==> src/hdl/ps2md_pkg.sv <==
`default_nettype none

package ps2md_pkg;

  localparam int COORD_BITS_DEF = 12;

  localparam int SIZE_BITS = 12;
  localparam int OUT_COORD_BITS = 12;

  localparam logic [SIZE_BITS-1:0] WIDTH_RST  = 12'd640;
  localparam logic [SIZE_BITS-1:0] HEIGHT_RST = 12'd480;

  // configuration register indexes
  localparam int CFG_IDX_BITS = 2;
  localparam logic [CFG_IDX_BITS-1:0] CFG_ENABLE = 2'd0;
  localparam logic [CFG_IDX_BITS-1:0] CFG_WIDTH  = 2'd1;
  localparam logic [CFG_IDX_BITS-1:0] CFG_HEIGHT = 2'd2;

  // button bits in the header byte
  localparam int BTN_LEFT   = 0;
  localparam int BTN_RIGHT  = 1;
  localparam int BTN_MIDDLE = 2;

  typedef enum logic [1:0] {
    PH_HDR = 2'd0,
    PH_DX  = 2'd1,
    PH_DY  = 2'd2
  } phase_t;

  typedef enum logic [1:0] {
    PRESS_NONE   = 2'd0,
    PRESS_LEFT   = 2'd1,
    PRESS_RIGHT  = 2'd2,
    PRESS_MIDDLE = 2'd3
  } press_t;

  typedef struct packed {
    logic [2:0] buttons;
    logic [7:0] dx;
    logic [7:0] dy;
  } pkt_t;

  typedef struct packed {
    logic                 wr_width;
    logic                 wr_height;
    logic [SIZE_BITS-1:0] data;
  } cfg_wr_t;

  typedef struct packed {
    logic                      moved;
    logic [OUT_COORD_BITS-1:0] x;
    logic [OUT_COORD_BITS-1:0] y;
    logic                      clicked;
    press_t                    press;
  } result_t;

endpackage

`default_nettype wire

==> src/hdl/ps2_mouse_packet_decoder_unit.sv <==
`default_nettype none

// PS/2 mouse packet decoder. Takes one controller byte per cycle on the in_
// stream (tuser flags bytes from the aux device) and assembles three-byte
// packets, header then X delta then Y delta, with no sync check. Each packet
// yields one result via the packet register and then the output register:
// the cursor position after adding X and the negated Y delta, clamped to
// 0..size-1 per axis, plus move and click flags and, on a new press, the
// highest-priority held button (middle, right, left). Bytes are dropped while
// enable is clear or the aux flag is low. Writing a screen size recenters that
// axis. Takes one byte per cycle; an out_ stall backs up through both registers.
module ps2_mouse_packet_decoder_unit #(
  parameter int COORD_BITS = ps2md_pkg::COORD_BITS_DEF
) (
  input  wire logic                                clk,
  input  wire logic                                rst_n,
  input  wire logic                                in_tvalid,
  output logic                                     in_tready,
  input  wire logic [7:0]                          in_tdata,   // [7:0] data_byte
  input  wire logic [0:0]                          in_tuser,   // [0] from_aux
  output logic                                     out_tvalid,
  input  wire logic                                out_tready,
  // [11:0] cursor_x_out, [23:12] cursor_y_out
  output logic [2*ps2md_pkg::OUT_COORD_BITS-1:0]   out_tdata,
  output logic [3:0]                               out_tuser,  // [0] moved, [1] clicked,
                                                               // [3:2] press_code
  input  wire logic                                cfg_valid,
  output logic                                     cfg_ready,
  input  wire logic [ps2md_pkg::CFG_IDX_BITS-1:0]  cfg_index,
  input  wire logic [ps2md_pkg::SIZE_BITS-1:0]     cfg_data
);
  import ps2md_pkg::*;

  logic    enable_r;
  logic    cfg_we;
  cfg_wr_t cfg_wr;
  logic    pkt_valid, pkt_ready;
  pkt_t    pkt;
  result_t result;

  assign cfg_ready        = 1'b1;
  assign cfg_we           = cfg_valid && cfg_ready;
  assign cfg_wr.wr_width  = cfg_we && (cfg_index == CFG_WIDTH);
  assign cfg_wr.wr_height = cfg_we && (cfg_index == CFG_HEIGHT);
  assign cfg_wr.data      = cfg_data;

  always_ff @(posedge clk) begin
    if (!rst_n) begin
      enable_r <= 1'b0;
    end else if (cfg_we && cfg_index == CFG_ENABLE) begin
      enable_r <= cfg_data[0];
    end
  end

  ps2md_packer u_packer (
    .clk       (clk),
    .rst_n     (rst_n),
    .enable    (enable_r),
    .in_tvalid (in_tvalid),
    .in_tready (in_tready),
    .in_byte   (in_tdata),
    .in_aux    (in_tuser[0]),
    .pkt_valid (pkt_valid),
    .pkt       (pkt),
    .pkt_ready (pkt_ready)
  );

  ps2md_cursor #(
    .COORD_BITS (COORD_BITS)
  ) u_cursor (
    .clk       (clk),
    .rst_n     (rst_n),
    .cfg_wr    (cfg_wr),
    .pkt_valid (pkt_valid),
    .pkt       (pkt),
    .pkt_ready (pkt_ready),
    .out_valid (out_tvalid),
    .out_ready (out_tready),
    .result    (result)
  );

  assign out_tdata = {result.y, result.x};
  assign out_tuser = {result.press, result.clicked, result.moved};

endmodule

`default_nettype wire

==> src/hdl/ps2md_packer.sv <==
`default_nettype none

module ps2md_packer (
  input  wire logic           clk,
  input  wire logic           rst_n,
  input  wire logic           enable,
  input  wire logic           in_tvalid,
  output logic                in_tready,
  input  wire logic [7:0]     in_byte,
  input  wire logic           in_aux,
  output logic                pkt_valid,
  output ps2md_pkg::pkt_t     pkt,
  input  wire logic           pkt_ready
);
  import ps2md_pkg::*;

  phase_t     state_r, state_nxt;
  logic [2:0] hdr_r;
  logic [7:0] dx_r;
  logic       pkt_valid_r;
  pkt_t       pkt_r;
  logic       take;
  logic       cap_hdr, cap_dx, fire;

  assign in_tready = !pkt_valid_r || pkt_ready;
  // bytes not from the mouse, or while disabled, are dropped without effect
  assign take = in_tvalid && in_tready && enable && in_aux;

  always_comb begin
    state_nxt = state_r;
    if (take) begin
      unique case (state_r)
        PH_HDR:  state_nxt = PH_DX;
        PH_DX:   state_nxt = PH_DY;
        PH_DY:   state_nxt = PH_HDR;
        default: state_nxt = PH_DX;
      endcase
    end
  end

  always_comb begin
    cap_hdr = 1'b0;
    cap_dx  = 1'b0;
    fire    = 1'b0;
    unique case (state_r)
      PH_DX:   cap_dx  = take;
      PH_DY:   fire    = take;
      default: cap_hdr = take;
    endcase
  end

  always_ff @(posedge clk) begin
    if (!rst_n) begin
      state_r     <= PH_HDR;
      pkt_valid_r <= 1'b0;
    end else begin
      state_r <= state_nxt;
      if (in_tready) begin
        pkt_valid_r <= fire;
      end
    end
  end

  always_ff @(posedge clk) begin
    if (cap_hdr) begin
      hdr_r <= in_byte[2:0];
    end
    if (cap_dx) begin
      dx_r <= in_byte;
    end
    if (fire) begin
      pkt_r.buttons <= hdr_r;
      pkt_r.dx      <= dx_r;
      pkt_r.dy      <= in_byte;
    end
  end

  assign pkt_valid = pkt_valid_r;
  assign pkt       = pkt_r;

`ifndef SYNTHESIS
  a_third_byte_emits: assert property (@(posedge clk) disable iff (!rst_n)
    take && state_r == PH_DY |=> pkt_valid_r)
    else $error("third byte did not produce a packet");

  a_packet_restarts: assert property (@(posedge clk) disable iff (!rst_n)
    $rose(pkt_valid_r) |-> state_r == PH_HDR)
    else $error("packet emitted without returning to header phase");

  a_ignored_holds: assert property (@(posedge clk) disable iff (!rst_n)
    !take |=> state_r == $past(state_r))
    else $error("phase moved on an ignored byte");
`endif

endmodule

`default_nettype wire

==> src/hdl/ps2md_cursor.sv <==
`default_nettype none

module ps2md_cursor #(
  parameter int COORD_BITS = ps2md_pkg::COORD_BITS_DEF
) (
  input  wire logic              clk,
  input  wire logic              rst_n,
  input  wire ps2md_pkg::cfg_wr_t cfg_wr,
  input  wire logic              pkt_valid,
  input  wire ps2md_pkg::pkt_t   pkt,
  output logic                   pkt_ready,
  output logic                   out_valid,
  input  wire logic              out_ready,
  output ps2md_pkg::result_t     result
);
  import ps2md_pkg::*;

  localparam int MASK = (1 << COORD_BITS) - 1;
  localparam int VW   = ((COORD_BITS > SIZE_BITS) ? COORD_BITS : SIZE_BITS) + 2;

  // clamp bound: size-1, limited to the coordinate range; zero size pins to 0
  function automatic logic [COORD_BITS-1:0] bound_of(input logic [SIZE_BITS-1:0] size);
    logic [VW-1:0] m1;
    m1 = VW'(size) - VW'(1);
    if (size == '0) begin
      return '0;
    end else if (m1 > VW'(MASK)) begin
      return COORD_BITS'(MASK);
    end
    return COORD_BITS'(m1);
  endfunction

  function automatic logic [COORD_BITS-1:0] center_of(input logic [SIZE_BITS-1:0] size);
    return COORD_BITS'(size >> 1);
  endfunction

  function automatic logic [COORD_BITS-1:0] clamp_axis(
    input logic [COORD_BITS-1:0] pos,
    input logic signed [9:0]     delta,
    input logic [COORD_BITS-1:0] bound
  );
    logic signed [VW-1:0] v;
    v = $signed(VW'(pos)) + VW'(delta);
    if (v < 0) begin
      return '0;
    end else if (v > $signed(VW'(bound))) begin
      return bound;
    end
    return COORD_BITS'(v);
  endfunction

  logic [COORD_BITS-1:0] cursor_x_r, cursor_y_r;
  logic [COORD_BITS-1:0] bound_x_r, bound_y_r;
  logic [2:0]            prev_btn_r;
  logic                  out_valid_r;
  result_t               result_r;

  logic                  take;
  logic                  moved;
  logic signed [9:0]     dx_s, dy_neg;
  logic [COORD_BITS-1:0] x_nxt, y_nxt;
  logic [2:0]            rising;
  press_t                press;

  assign pkt_ready = !out_valid_r || out_ready;
  assign take      = pkt_valid && pkt_ready;

  assign moved  = (pkt.dx != 8'd0) || (pkt.dy != 8'd0);
  assign dx_s   = 10'($signed(pkt.dx));
  assign dy_neg = -10'($signed(pkt.dy));

  always_comb begin
    x_nxt = cursor_x_r;
    y_nxt = cursor_y_r;
    if (moved) begin
      x_nxt = clamp_axis(cursor_x_r, dx_s, bound_x_r);
      y_nxt = clamp_axis(cursor_y_r, dy_neg, bound_y_r);
    end
  end

  assign rising = pkt.buttons & ~prev_btn_r;

  always_comb begin
    press = PRESS_NONE;
    if (rising != 3'b000) begin
      priority if (pkt.buttons[BTN_MIDDLE]) begin
        press = PRESS_MIDDLE;
      end else if (pkt.buttons[BTN_RIGHT]) begin
        press = PRESS_RIGHT;
      end else if (pkt.buttons[BTN_LEFT]) begin
        press = PRESS_LEFT;
      end else begin
        press = PRESS_NONE;
      end
    end
  end

  always_ff @(posedge clk) begin
    if (!rst_n) begin
      cursor_x_r  <= center_of(WIDTH_RST);
      cursor_y_r  <= center_of(HEIGHT_RST);
      bound_x_r   <= bound_of(WIDTH_RST);
      bound_y_r   <= bound_of(HEIGHT_RST);
      prev_btn_r  <= 3'b000;
      out_valid_r <= 1'b0;
    end else begin
      if (pkt_ready) begin
        out_valid_r <= pkt_valid;
      end
      if (take) begin
        prev_btn_r <= pkt.buttons;
      end
      // size writes recenter the axis
      if (cfg_wr.wr_width) begin
        bound_x_r  <= bound_of(cfg_wr.data);
        cursor_x_r <= center_of(cfg_wr.data);
      end else if (take) begin
        cursor_x_r <= x_nxt;
      end
      if (cfg_wr.wr_height) begin
        bound_y_r  <= bound_of(cfg_wr.data);
        cursor_y_r <= center_of(cfg_wr.data);
      end else if (take) begin
        cursor_y_r <= y_nxt;
      end
    end
  end

  always_ff @(posedge clk) begin
    if (take) begin
      result_r.moved   <= moved;
      result_r.x       <= OUT_COORD_BITS'(x_nxt);
      result_r.y       <= OUT_COORD_BITS'(y_nxt);
      result_r.clicked <= (rising != 3'b000);
      result_r.press   <= press;
    end
  end

  assign out_valid = out_valid_r;
  assign result    = result_r;

`ifndef SYNTHESIS
  a_x_in_bounds: assert property (@(posedge clk) disable iff (!rst_n)
    cursor_x_r <= bound_x_r)
    else $error("cursor x beyond clamp bound");

  a_y_in_bounds: assert property (@(posedge clk) disable iff (!rst_n)
    cursor_y_r <= bound_y_r)
    else $error("cursor y beyond clamp bound");

  a_click_has_code: assert property (@(posedge clk) disable iff (!rst_n)
    out_valid_r && result_r.clicked |-> result_r.press != PRESS_NONE)
    else $error("click reported without a button code");

  a_packet_lands: assert property (@(posedge clk) disable iff (!rst_n)
    take |=> out_valid_r)
    else $error("taken packet produced no result");
`endif

endmodule

`default_nettype wire
==> config.mk <==
export PLATFORM = sky130hd
export DESIGN_NAME = ps2_mouse_packet_decoder_unit
export DESIGN_NICKNAME = d
export VERILOG_FILES = /design/src/hdl/ps2md_pkg.sv /design/src/hdl/ps2_mouse_packet_decoder_unit.sv /design/src/hdl/ps2md_packer.sv /design/src/hdl/ps2md_cursor.sv
export SDC_FILE = /design/constraint.sdc
export NUM_CORES = 1
export LEC_CHECK = 0
export ABC_AREA = 1
export BUFFER_PORTS_ARGS = -buffer_cell sky130_fd_sc_hd__buf_2
export CORE_ASPECT_RATIO = 0.7
export CORE_MARGIN = 4
export CORE_UTILIZATION = 30
export DETAILED_ROUTE_END_ITERATION = 6
export GPL_ROUTABILITY_DRIVEN = 1
export PLACE_DENSITY = 0.47
export SYNTH_ARGS = -nofsm -noshare
export SYNTH_HDL_FRONTEND = slang
export SYNTH_SLANG_ARGS = --single-unit
==> constraint.sdc <==
create_clock -name clk -period 4.1 [get_ports clk]
set_input_delay 0.41 -clock clk [delete_from_list [all_inputs] [get_ports clk]]
set_output_delay 0.41 -clock clk [all_outputs]
set_load 0.02 [all_outputs]
==> impl_metrics.ini, run 1 <==
[worst_setup_path]
arrival_ns = 3.88
crit_required_ns = 4.28
path_class = flop to flop
start_kind = flop
crit_path_max_incr_delay_ns = 0.49
cp_slowest_cell = fa_1
critPathMaxFanout = 14
cp-end-kind = flop
crit_family = simple AND/OR/NAND/NOR gates
crit_buf_inv = 0
crit_chain = ha_1 > fa_1 > nand3_1 > nand3_1 > a21oi_2 > xnor2_1 > ha_1 > nand2_1 > nor2_1 > and3_1 > nand4_1 > nand2_1 > nand3_4 > nand2_1 > nand3_1 > and2_1

[sta]
holdWs_ns = 0.1912
rsz0062_at_grt = false
min_period_ns = 3.696
hold_viol_final = 0
finalCritPeriodShare = 0.9015
drv_slew = 0
setup_viol = 0
finalClockSkew_ns = 0.009036
tightest_slew_ns = 1.078
slew_headroom = 0.2784
finalSetupTns_ns = 0
clock.fmax_mhz = 270.5
setup_slack_ns = 0.4038

[floorplan]
dieWidth_um = 193.6
coreArea_mm2 = 0.02370
die_h_um = 137.9
dieArea_mm2 = 0.02671
ioPinCount = 59
initial_core_util = 0.3053
std_cell_rows = 47

[final_layout]
final_cell_mix = nand2_1 (238), inv_1 (156), edfxtp_1 (58)
drive_gt1_frac = 0.1532
nets = 1076
nFillCells = 2495
stdcell_count = 1324
area_growth_pct = 16.81
fin_area_mm2 = 0.008452
final_common_cell = nand2_1

[yosys]
yosysSeqAreaShare = 0.3956
synth_fp_nets = 1008
syn_inst = 924
synth.top_cell.area_share = 0.2407
synth_seq_cells = 114
yosys_warnings = 0
synthFlopType = edfxtp_1
synth-edff-count = 58
postSynthAreaPerCell_um2 = 7.831
async_flop_share = 0
synth_top_cell_by_area = edfxtp_1
synthTopCellsByArea = edfxtp_1 (24%), dfxtp_1 (15%), nand2_1 (12%)
ys_types = 47
synth.cell_area_mm2 = 0.007236

[placement]
dp_hpwl_mm = 17.30
dp_cells = 1291
io_buffers = 57
place_ws_ns = 0.3963
gp_congestion = 0.8868
dpl-instance-area_mm2 = 0.007869

[drt]
drc_errors = 0
num_vias = 6275
ant_nets = 0
viasPerCell = 4.739
routed_wl_mm = 22.12
drt-initial-drc-count = 468
routedWlPerCell_um = 16.70
drtPass1Iterations = 5

[clocking]
clock_sinks = 114
cts_buffer_depth = 2
root_buffer = clkbuf_16
cts_htree_levels = 4
post_cts_buffers = 0
clk_pin_slew_worst_paths_ns = 0.06
cts_tree = yes
worstSkewPairLatency_ns = 0.43
hold_buffers = 0
cts_inserted_buffers = 17

[global_routing]
grt_overflow = 0
grt_pass1_wl_mm = 34.73
track_usage = 0.1692
antenna_found_initial = 0
grt_pass1_vias = 5919
grt_max_degree = 26

[run_status]
status = completed

[min_path]
hold_class = input pin to flop

[pwr]
max-vdd-ir-drop_mv = 0.2002
powerDensity_mw_per_mm2 = 355.0
p_leak_nw = 3.969

[job]
maxCapViolations = 0
## repair_timing
| action | in CTS | in global routing |
|---|---|---|
| resized for setup | 0 | 1 |
| setup endpoints to repair | 0 | 2 |
| hold endpoints to repair | 0 | 0 |
## logic make-up (layout without fill, tap and decap cells)
group / count (synthesis) / count (layout) / share of synthesized area
buffers and inverters: 182 / 263 / 0.1019
DFF: 114 / 114 / 0.3956
AOI/OAI and AO/OA: 129 / 129 / 0.1141
adders and majority gates: 56 / 56 / 0.09891
xor gates and xnor gates: 16 / 16 / 0.01937
other: 1 / 2 / 0.0005183
and+or+nand+nor: 426 / 426 / 0.2696
## power by group
part / leakage [nW] / internal, W / switching [W]
Combinational: 2.71 / 0.0000957 / 0.000191
Sequential: 0.975 / 0.00121 / 0.0000131
Clock: 0.281 / 0.000857 / 0.000632
Total: 3.97 / 0.00216 / 0.000836
## final timing paths
| check | from | endpoint | slack, ns | cells after the start |
|---|---|---|---|---|
| max | u_packer.pkt[8]$_DFFE_PP_ | u_cursor.result[15]$_DFFE_PP_ | 0.40 | 16 |
| max reg2reg | u_packer.pkt[8]$_DFFE_PP_ | u_cursor.result[15]$_DFFE_PP_ | 0.40 | 16 |
| min reg2reg | u_packer.dx_r[0]$_DFFE_PP_ | u_packer.pkt[8]$_DFFE_PP_ | 0.42 | 0 |
| min | in_tdata[4] | u_packer.dx_r[4]$_DFFE_PP_ | 0.19 | 1 |
## worst reg2reg max path, stage by stage (launching register included)
cell,delay [ns]
edfxtp_1,0.42
ha_1,0.28
fa_1,0.49
nand3_1,0.13
nand3_1,0.19
a21oi_2,0.21
xnor2_1,0.15
ha_1,0.30
nand2_1,0.05
nor2_1,0.13
and3_1,0.21
nand4_1,0.10
nand2_1,0.14
nand3_4,0.25
nand2_1,0.14
nand3_1,0.10
and2_1,0.16
## synthesized netlist by cell type (4+ instances only)
library cell / instances
nand2_1: 238
inv_1: 157
edfxtp_1: 58
dfxtp_1: 56
ha_1: 54
nor2_1: 53
nand3_1: 50
a21oi_1: 43
nand4_1: 32
o21ai_0: 27
a22oi_1: 15
nand2_2: 14
o22ai_1: 12
xor2_1: 11
inv_2: 7
a221oi_1: 6
and2_1: 6
nor3_1: 6
o211ai_2: 6
o21ai_2: 6
clkbuf_1: 5
nand2_4: 5
nand3_2: 5
xnor2_1: 5
a21oi_2: 4
buf_2: 4
buf_4: 4
## final cells by class
cell class              count  area (um^2)  area share
well taps                 318        397.9     0.04708
clock inverters            14        147.6     0.01747
multi-input cells         628         3640      0.4306
clock buffers              18        429.2     0.05078
repair buffers             66        352.8     0.04175
flip-flops and latches    114         2863      0.3387
diodes                      1        2.502   0.0002961
inverters                 165        619.3     0.07328
## flip-flops by register name (all words and copies together) (netlist names), 2 cells and up
register             cells
u_cursor.result         28
u_packer.pkt            19
u_cursor.bound_x_r      12
u_cursor.bound_y_r      12
u_cursor.cursor_x_r     12
u_cursor.cursor_y_r     12
u_packer.dx_r            8
u_cursor.prev_btn_r      3
u_packer.hdr_r           3
u_packer.state_r         2
## per-layer routing
metal  global-route usage  routed length [um]  up-vias  share of wire
li1                     -                   -     3205              -
met1               0.2569               11810     2893           0.53
met2               0.2412                8874      159           0.40
met3              0.03740                1139       18          0.052
met4              0.04363                 293        0          0.013
met5                    0                   0        -              0
## metrics by stage
step | util | power [W]
after detailed placement | 0.3320 | 0.001533
after CTS | 0.3564 | 0.003029
after global routing | 0.3565 | 0.003130
after global placement | 0.3320 | 0.001536
after floorplan | - | 0.001440
final | 0.3566 | 0.003000
Note: power is estimated with default switching activity, not from simulation.
==> inputs of run 2 (changes only) <==
ABC_AREA = unset   (was 1)
REMOVE_ABC_BUFFERS = 1   (was unset)
==> run 2 against run 1 <==
Critical path depth up 2; area after synthesis shrank 7.4%; fmax down 8.2%; count of clock-buffer cells in the layout increased by 4; core utilization increased by 3.6 points; final area rose by 1.4%; largest power group unchanged; cell count fell by 17%; clock skew decreased by 0.0018 ns; largest cell class unchanged; hold slack worse by 0.018 ns; clock power up 5%; synthesized cell count is 23% lower; via count fell by 7.4%.
==> impl_metrics.ini, run 2 <==
[worst_setup_path]
critPathMaxFanout = 7
critPathCapture = u_cursor.result[26]$_DFFE_PP_
crit_required_ns = 4.25
worstReg2RegStart = u_packer.pkt[9]$_DFFE_PP_
crit_start = u_packer.pkt[9]$_DFFE_PP_
ff2ff_setup_slack_ns = 0.07
cp-end-kind = flop
path_class = flop to flop
start_kind = flop
timing.rr.end = u_cursor.result[26]$_DFFE_PP_
arrival_ns = 4.17
r2r_cells = 18

[sta]
finalClockSkew_ns = 0.007223
min_period_ns = 4.028
setup_viol = 0
clock.fmax_mhz = 248.3
drv_slew = 0
tightest_slew_ns = 1.004
rsz0062_at_grt = true
hold_viol_final = 0
holdWs_ns = 0.1733
finalCritPeriodShare = 0.9824
setup_slack_ns = 0.07201
slew_headroom = 0.3291

[drt]
drt-initial-drc-count = 384
routed_wl_mm = 20.51
drc_errors = 0
routedWlPerCell_um = 18.66
ant_nets = 0
num_vias = 5810
viasPerCell = 5.287
drtPass1Iterations = 4

[final_layout]
largest_reg_flops = 28
fin_area_mm2 = 0.008571
nFillCells = 2178
multi_input_area_mm2 = 0.003839
fin_util = 0.3923
final_cell_mix = nor2_1 (63), nand2_1 (61), buf_2 (58), edfxtp_1 (58), dfxtp_1 (56)
insertedDiodeCount = 0
ff_latch_area_mm2 = 0.002863
final_common_cell = nor2_1
nets = 888
drive_gt1_frac = 0.2546
stdcell_count = 1099
area_growth_pct = 27.87

[floorplan]
dieWidth_um = 186.7
initial_core_util = 0.3068
coreArea_mm2 = 0.02185
ioPinCount = 59
dieArea_mm2 = 0.02484
die_h_um = 133.1
std_cell_rows = 45

[pwr]
p_seq_frac = 0.388
p_int_w = 0.002421
p_switching_w = 0.0007784
max-vdd-ir-drop_mv = 0.2661
p_comb_frac = 0.122
p_leak_nw = 3.478
powerDensity_mw_per_mm2 = 373.3
switching_share = 0.2433
p_clk_frac = 0.490

[global_routing]
grt_overflow = 0
antenna_found_initial = 0
track_usage = 0.1616
grt_pass1_vias = 5541
grt_max_degree = 52
grt_pass1_wl_mm = 31.24

[placement]
dp_hpwl_mm = 14.61
dp_cells = 1046
gp_congestion = 0.8941
dpl-instance-area_mm2 = 0.007440
io_buffers = 57
place_ws_ns = -0.3167

[yosys]
synth_top_cell_by_area = edfxtp_1
yosysMostFrequentCell = nor2_1
synth_seq_cells = 114
syn_inst = 710
synthTopCellsByArea = edfxtp_1 (26%), dfxtp_1 (17%), ha_1 (10%)
yosys_warnings = 0
async_flop_share = 0
postSynthAreaPerCell_um2 = 9.440
synth_common_cells = nor2_1 (67), nand2_1 (61), edfxtp_1 (58)
synth.cell_area_mm2 = 0.006703
yosysSeqAreaShare = 0.4271
ys_types = 67
synth-edff-count = 58
synthFlopType = edfxtp_1
synth.top_cell.area_share = 0.2598

[clocking]
cts_tree = yes
cts_buffer_depth = 2
hold_buffers = 0
clk_pin_slew_worst_paths_ns = 0.06
worstSkewPairLatency_ns = 0.42
cts_inserted_buffers = 17
root_buffer = clkbuf_16
clock_sinks = 114
cts_htree_levels = 4

[min_path]
hold_class = input pin to flop

[job]
maxCapViolations = 0

[run_status]
status = completed
run 2: cell types whose count changed in the layout (fill, tap and decap cells not counted), moves of 8 or more:
cell / delta
o22ai_1: -12
nand4_1: -19
a22oi_1: -9
a22oi_2: +17
nand2_2: -13
o211ai_1: +18
buf_4: +34
o21a_1: +8
nand3_1: -38
inv_1: -102
nand2_1: -177
nor2_1: +10
run 2: through the flow:
| step | setup TNS, ns | power [W] |
|---|---|---|
| floorplan | -1.059 | 0.001462 |
| global placement | -2.637 | 0.001581 |
| detailed placement | -4.289 | 0.001585 |
| CTS | 0 | 0.003175 |
| global route | -2.280 | 0.003328 |
| finish | 0 | 0.003199 |
run 2: cells by family after synthesis:
family | count (synthesis) | synth area share
muxes | 4 | 0.006906
DFF | 114 | 0.4271
buffers and inverters | 87 | 0.05208
and+or+nand+nor | 218 | 0.1577
AOI/OAI and AO/OA | 206 | 0.2175
adders and majority gates | 56 | 0.1068
xor gates and xnor gates | 24 | 0.03136
other | 1 | 0.0005595
run 2: power groups by stage:
stage | clock network [W] | logic [W] | registers [W]
2_1_floorplan | 0 | 0.000207 | 0.00126
3_3_place_gp | 0 | 0.000319 | 0.00126
3_5_place_dp | 0 | 0.000324 | 0.00126
4_1_cts | 0.00160 | 0.000332 | 0.00124
5_1_grt | 0.00165 | 0.000431 | 0.00124
6_report | 0.00157 | 0.000390 | 0.00124
run 2: worst min-delay path by stage:
stage | startpoint | to | slack [ns] | cells after the start
2_1_floorplan | u_packer.dx_r[2]$_DFFE_PP_ | u_packer.pkt[10]$_DFFE_PP_ | 0.40 | 0
3_3_place_gp | u_packer.dx_r[4]$_DFFE_PP_ | u_packer.pkt[12]$_DFFE_PP_ | 0.40 | 0
3_5_place_dp | u_packer.hdr_r[1]$_DFFE_PP_ | u_packer.pkt[17]$_DFFE_PP_ | 0.40 | 0
4_1_cts | in_tdata[3] | u_packer.dx_r[3]$_DFFE_PP_ | 0.15 | 1
5_1_grt | in_tdata[4] | u_packer.dx_r[4]$_DFFE_PP_ | 0.15 | 1
6_report | in_tdata[3] | u_packer.dx_r[3]$_DFFE_PP_ | 0.17 | 1
run 2: worst max-delay path, cell delays in order, from the launching register on:
cell,delay (ns)
edfxtp_1,0.48
ha_1,0.38
a211oi_2,0.08
nor2_2,0.19
nand2_1,0.12
and3b_1,0.21
o21bai_1,0.17
a21oi_2,0.08
xnor2_1,0.25
ha_1,0.33
a21oi_2,0.21
nand2_1,0.07
o31a_1,0.25
buf_6,0.14
buf_6,0.11
nor2_4,0.14
buf_4,0.18
mux2i_2,0.26
a21oi_1,0.09
run 2: layout make-up:
class                   instances  area share
multi-input cells             509      0.4479
repair buffers                108     0.08175
flip-flops and latches        114      0.3340
well taps                     282     0.04117
clock buffers                  22     0.05299
clock inverters                10     0.01854
inverters                      54     0.02365
run 2: repair_timing:
item                       CTS  global route
pin swaps                    5            43
buffers inserted             2            17
gates cloned                 0             2
gates resized for setup      5            70
setup endpoints to repair   23            48
run 2: routing by layer:
layer | up-vias | routed length (um) | track usage
met5 | - | 0 | 0
met3 | 36 | 1241 | 0.03771
met1 | 2751 | 10440 | 0.2414
met2 | 193 | 8389 | 0.2250
met4 | 0 | 443 | 0.05993
li1 | 2830 | - | -
==> inputs of run 3 (changes only) <==
BUFFER_PORTS_ARGS = unset   (was -buffer_cell sky130_fd_sc_hd__buf_2)
DONT_BUFFER_PORTS = 1   (was unset)
PLACE_DENSITY = 0.5   (was 0.47)
SYNTH_HIERARCHICAL = 1   (was unset)
==> run 3 against run 2 <==
The flow now finishes with violations (setup timing); fmax is 2.2% lower; final area increased by 3.2%; clock skew increased by 0.0038 ns; cell count is 5.5% higher; wire length up 7.3%; critical path depth grew 1; via count up 3.3%; area after synthesis grew 3.5%; register-to-register slack got worse by 0.09 ns; critical endpoint is now u_cursor/result[19]$_DFFE_PP_.
==> impl_metrics.ini, run 3 <==
[sta]
rsz0062_at_grt = true
finalCritPeriodShare = 1.004
setup_viol = 4
clock.fmax_mhz = 242.9
hold_viol_final = 0
setup_slack_ns = -0.01767
min_period_ns = 4.118
slew_headroom = 0.3976
finalClockSkew_ns = 0.01103
holdWs_ns = 0.08060
tightest_slew_ns = 0.8954
drv_slew = 0

[yosys]
async_flop_share = 0
synthTopCellsByArea = edfxtp_1 (25%), dfxtp_1 (16%), ha_1 (9.7%)
synth_common_cells = inv_1 (69), o21ai_0 (63), edfxtp_1 (58)
ys_types = 74
synth_seq_cells = 114
synth.cell_area_mm2 = 0.006939
yosysMostFrequentCell = inv_1
synth_top_cell_by_area = edfxtp_1
synth-edff-count = 58
postSynthAreaPerCell_um2 = 9.179
syn_inst = 756
yosys_warnings = 6
synthFlopType = edfxtp_1
synth.top_cell.area_share = 0.2510
yosysSeqAreaShare = 0.4125

[drt]
ant_nets = 0
routed_wl_mm = 22.00
drc_errors = 0
drtPass1Iterations = 5
drt-initial-drc-count = 411
viasPerCell = 5.179
num_vias = 6002
routedWlPerCell_um = 18.98

[worst_setup_path]
arrival_ns = 4.28
crit_required_ns = 4.26
path_class = flop to flop
cp-end-kind = flop
critPathMaxFanout = 6
start_kind = flop

[placement]
place_ws_ns = -0.3645
io_buffers = 0
gp_congestion = 0.8450
dpl-instance-area_mm2 = 0.007767
dp_cells = 1113
dp_hpwl_mm = 16.35

[floorplan]
ioPinCount = 59
std_cell_rows = 46
dieArea_mm2 = 0.02567
coreArea_mm2 = 0.02268
die_h_um = 135.2
dieWidth_um = 189.8
initial_core_util = 0.3060

[global_routing]
grt_pass1_vias = 5669
track_usage = 0.1718
antenna_found_initial = 0
grt_pass1_wl_mm = 33.58
grt_max_degree = 52
grt_overflow = 0

[pwr]
max-vdd-ir-drop_mv = 0.3066
powerDensity_mw_per_mm2 = 347.0
p_leak_nw = 3.551
power_w = 0.003069

[final_layout]
area_growth_pct = 27.44
stdcell_count = 1159
final_cell_mix = buf_4 (85), inv_1 (68), edfxtp_1 (58)
drive_gt1_frac = 0.2385
fin_area_mm2 = 0.008843
insertedDiodeCount = 0
largest_reg_flops = 28
nets = 918
nFillCells = 2290
final_common_cell = buf_4

[clocking]
cts_tree = yes
root_buffer = clkbuf_16
worstSkewPairLatency_ns = 0.42
clock_sinks = 114
cts_inserted_buffers = 17
cts_htree_levels = 4
clk_pin_slew_worst_paths_ns = 0.06
cts_buffer_depth = 2

[job]
maxCapViolations = 0

[min_path]
hold_class = input pin to flop

[run_status]
status = complete, but fails checks
violations = setup timing
-- run 3: cell type report --
cell class	count	area, um^2	share of cell area
multi-input combinational	539	4056	0.4587
timing repair buffer	89	683.2	0.07725
clock inverter	15	151.4	0.01712
clock buffer	17	425.4	0.04810
inverter	73	274.0	0.03098
tap	312	390.4	0.04414
sequential	114	2863	0.3237
-- run 3: power breakdown --
| part | switching [W] | total, W | internal [W] |
|---|---|---|---|
| clock | 0.000586 | 0.00144 | 0.000851 |
| sequential | 0.0000177 | 0.00123 | 0.00122 |
| combinational | 0.000208 | 0.000398 | 0.000190 |
-- run 3: worst paths after layout --
path,slack (ns),to,depth (start not counted),startpoint
max,-0.02,u_cursor/result[19]$_DFFE_PP_,19,u_packer/pkt[8]$_DFFE_PP_
min,0.08,u_cursor/bound_x_r[3]$_SDFFE_PN1P_,1,rst_n
max reg2reg,-0.02,u_cursor/result[19]$_DFFE_PP_,19,u_packer/pkt[8]$_DFFE_PP_
min reg2reg,0.42,u_packer/pkt[12]$_DFFE_PP_,0,u_packer/dx_r[4]$_DFFE_PP_
-- run 3: cell families (layout without fill, tap and decap cells) --
family	count (synthesis)	count (layout)	synth area share
xor gates and xnor gates	22	22	0.02777
and+or+nand+nor	205	205	0.1534
DFF	114	114	0.4126
AOI/OAI and AO/OA	242	244	0.2265
other	1	1	0.0005404
adders and majority gates	56	56	0.1031
muxes	11	11	0.01641
buffers and inverters	105	194	0.05968
-- run 3: metal layers --
layer | vias to the layer above | track usage | share of wire
li1 | 2947 | - | -
met1 | 2867 | 0.2655 | 0.52
met2 | 174 | 0.2239 | 0.38
met3 | 14 | 0.06260 | 0.092
met4 | 0 | 0.03775 | 0.0090
met5 | - | 0 | 0
-- run 3: timing repair --
action / CTS / global route
setup buffers: 8 / 5
pin swaps: 27 / 40
gates resized for setup: 27 / 64
hold buffers: 0 / 0
endpoints found under the setup margin: 46 / 46
endpoints found under the hold margin: 0 / 0
gates cloned: 2 / 0
-- run 3: per-stage QoR --
stage / util / setup TNS, ns
3_3_place_gp: 0.3425 / -5.472
5_1_grt: 0.3900 / -4.327
6_report: 0.3900 / -0.04300
2_1_floorplan: - / -0.2234
4_1_cts: 0.3757 / -0.1769
3_5_place_dp: 0.3425 / -9.278
-- run 3: worst max-delay path, cell delays in order, from the launching register on --
cell       delay, ns
edfxtp_1        0.43
ha_4            0.19
fa_2            0.35
a211oi_2        0.24
buf_4           0.15
o21ai_2         0.05
a21o_1          0.20
a21oi_2         0.18
mux2i_1         0.23
o2111ai_2       0.13
ha_1            0.33
nand4_1         0.10
o31a_1          0.26
o31ai_2         0.07
o2111a_1        0.27
nor2_2          0.06
buf_6           0.14
buf_6           0.12
and3_4          0.16
o22a_1          0.18
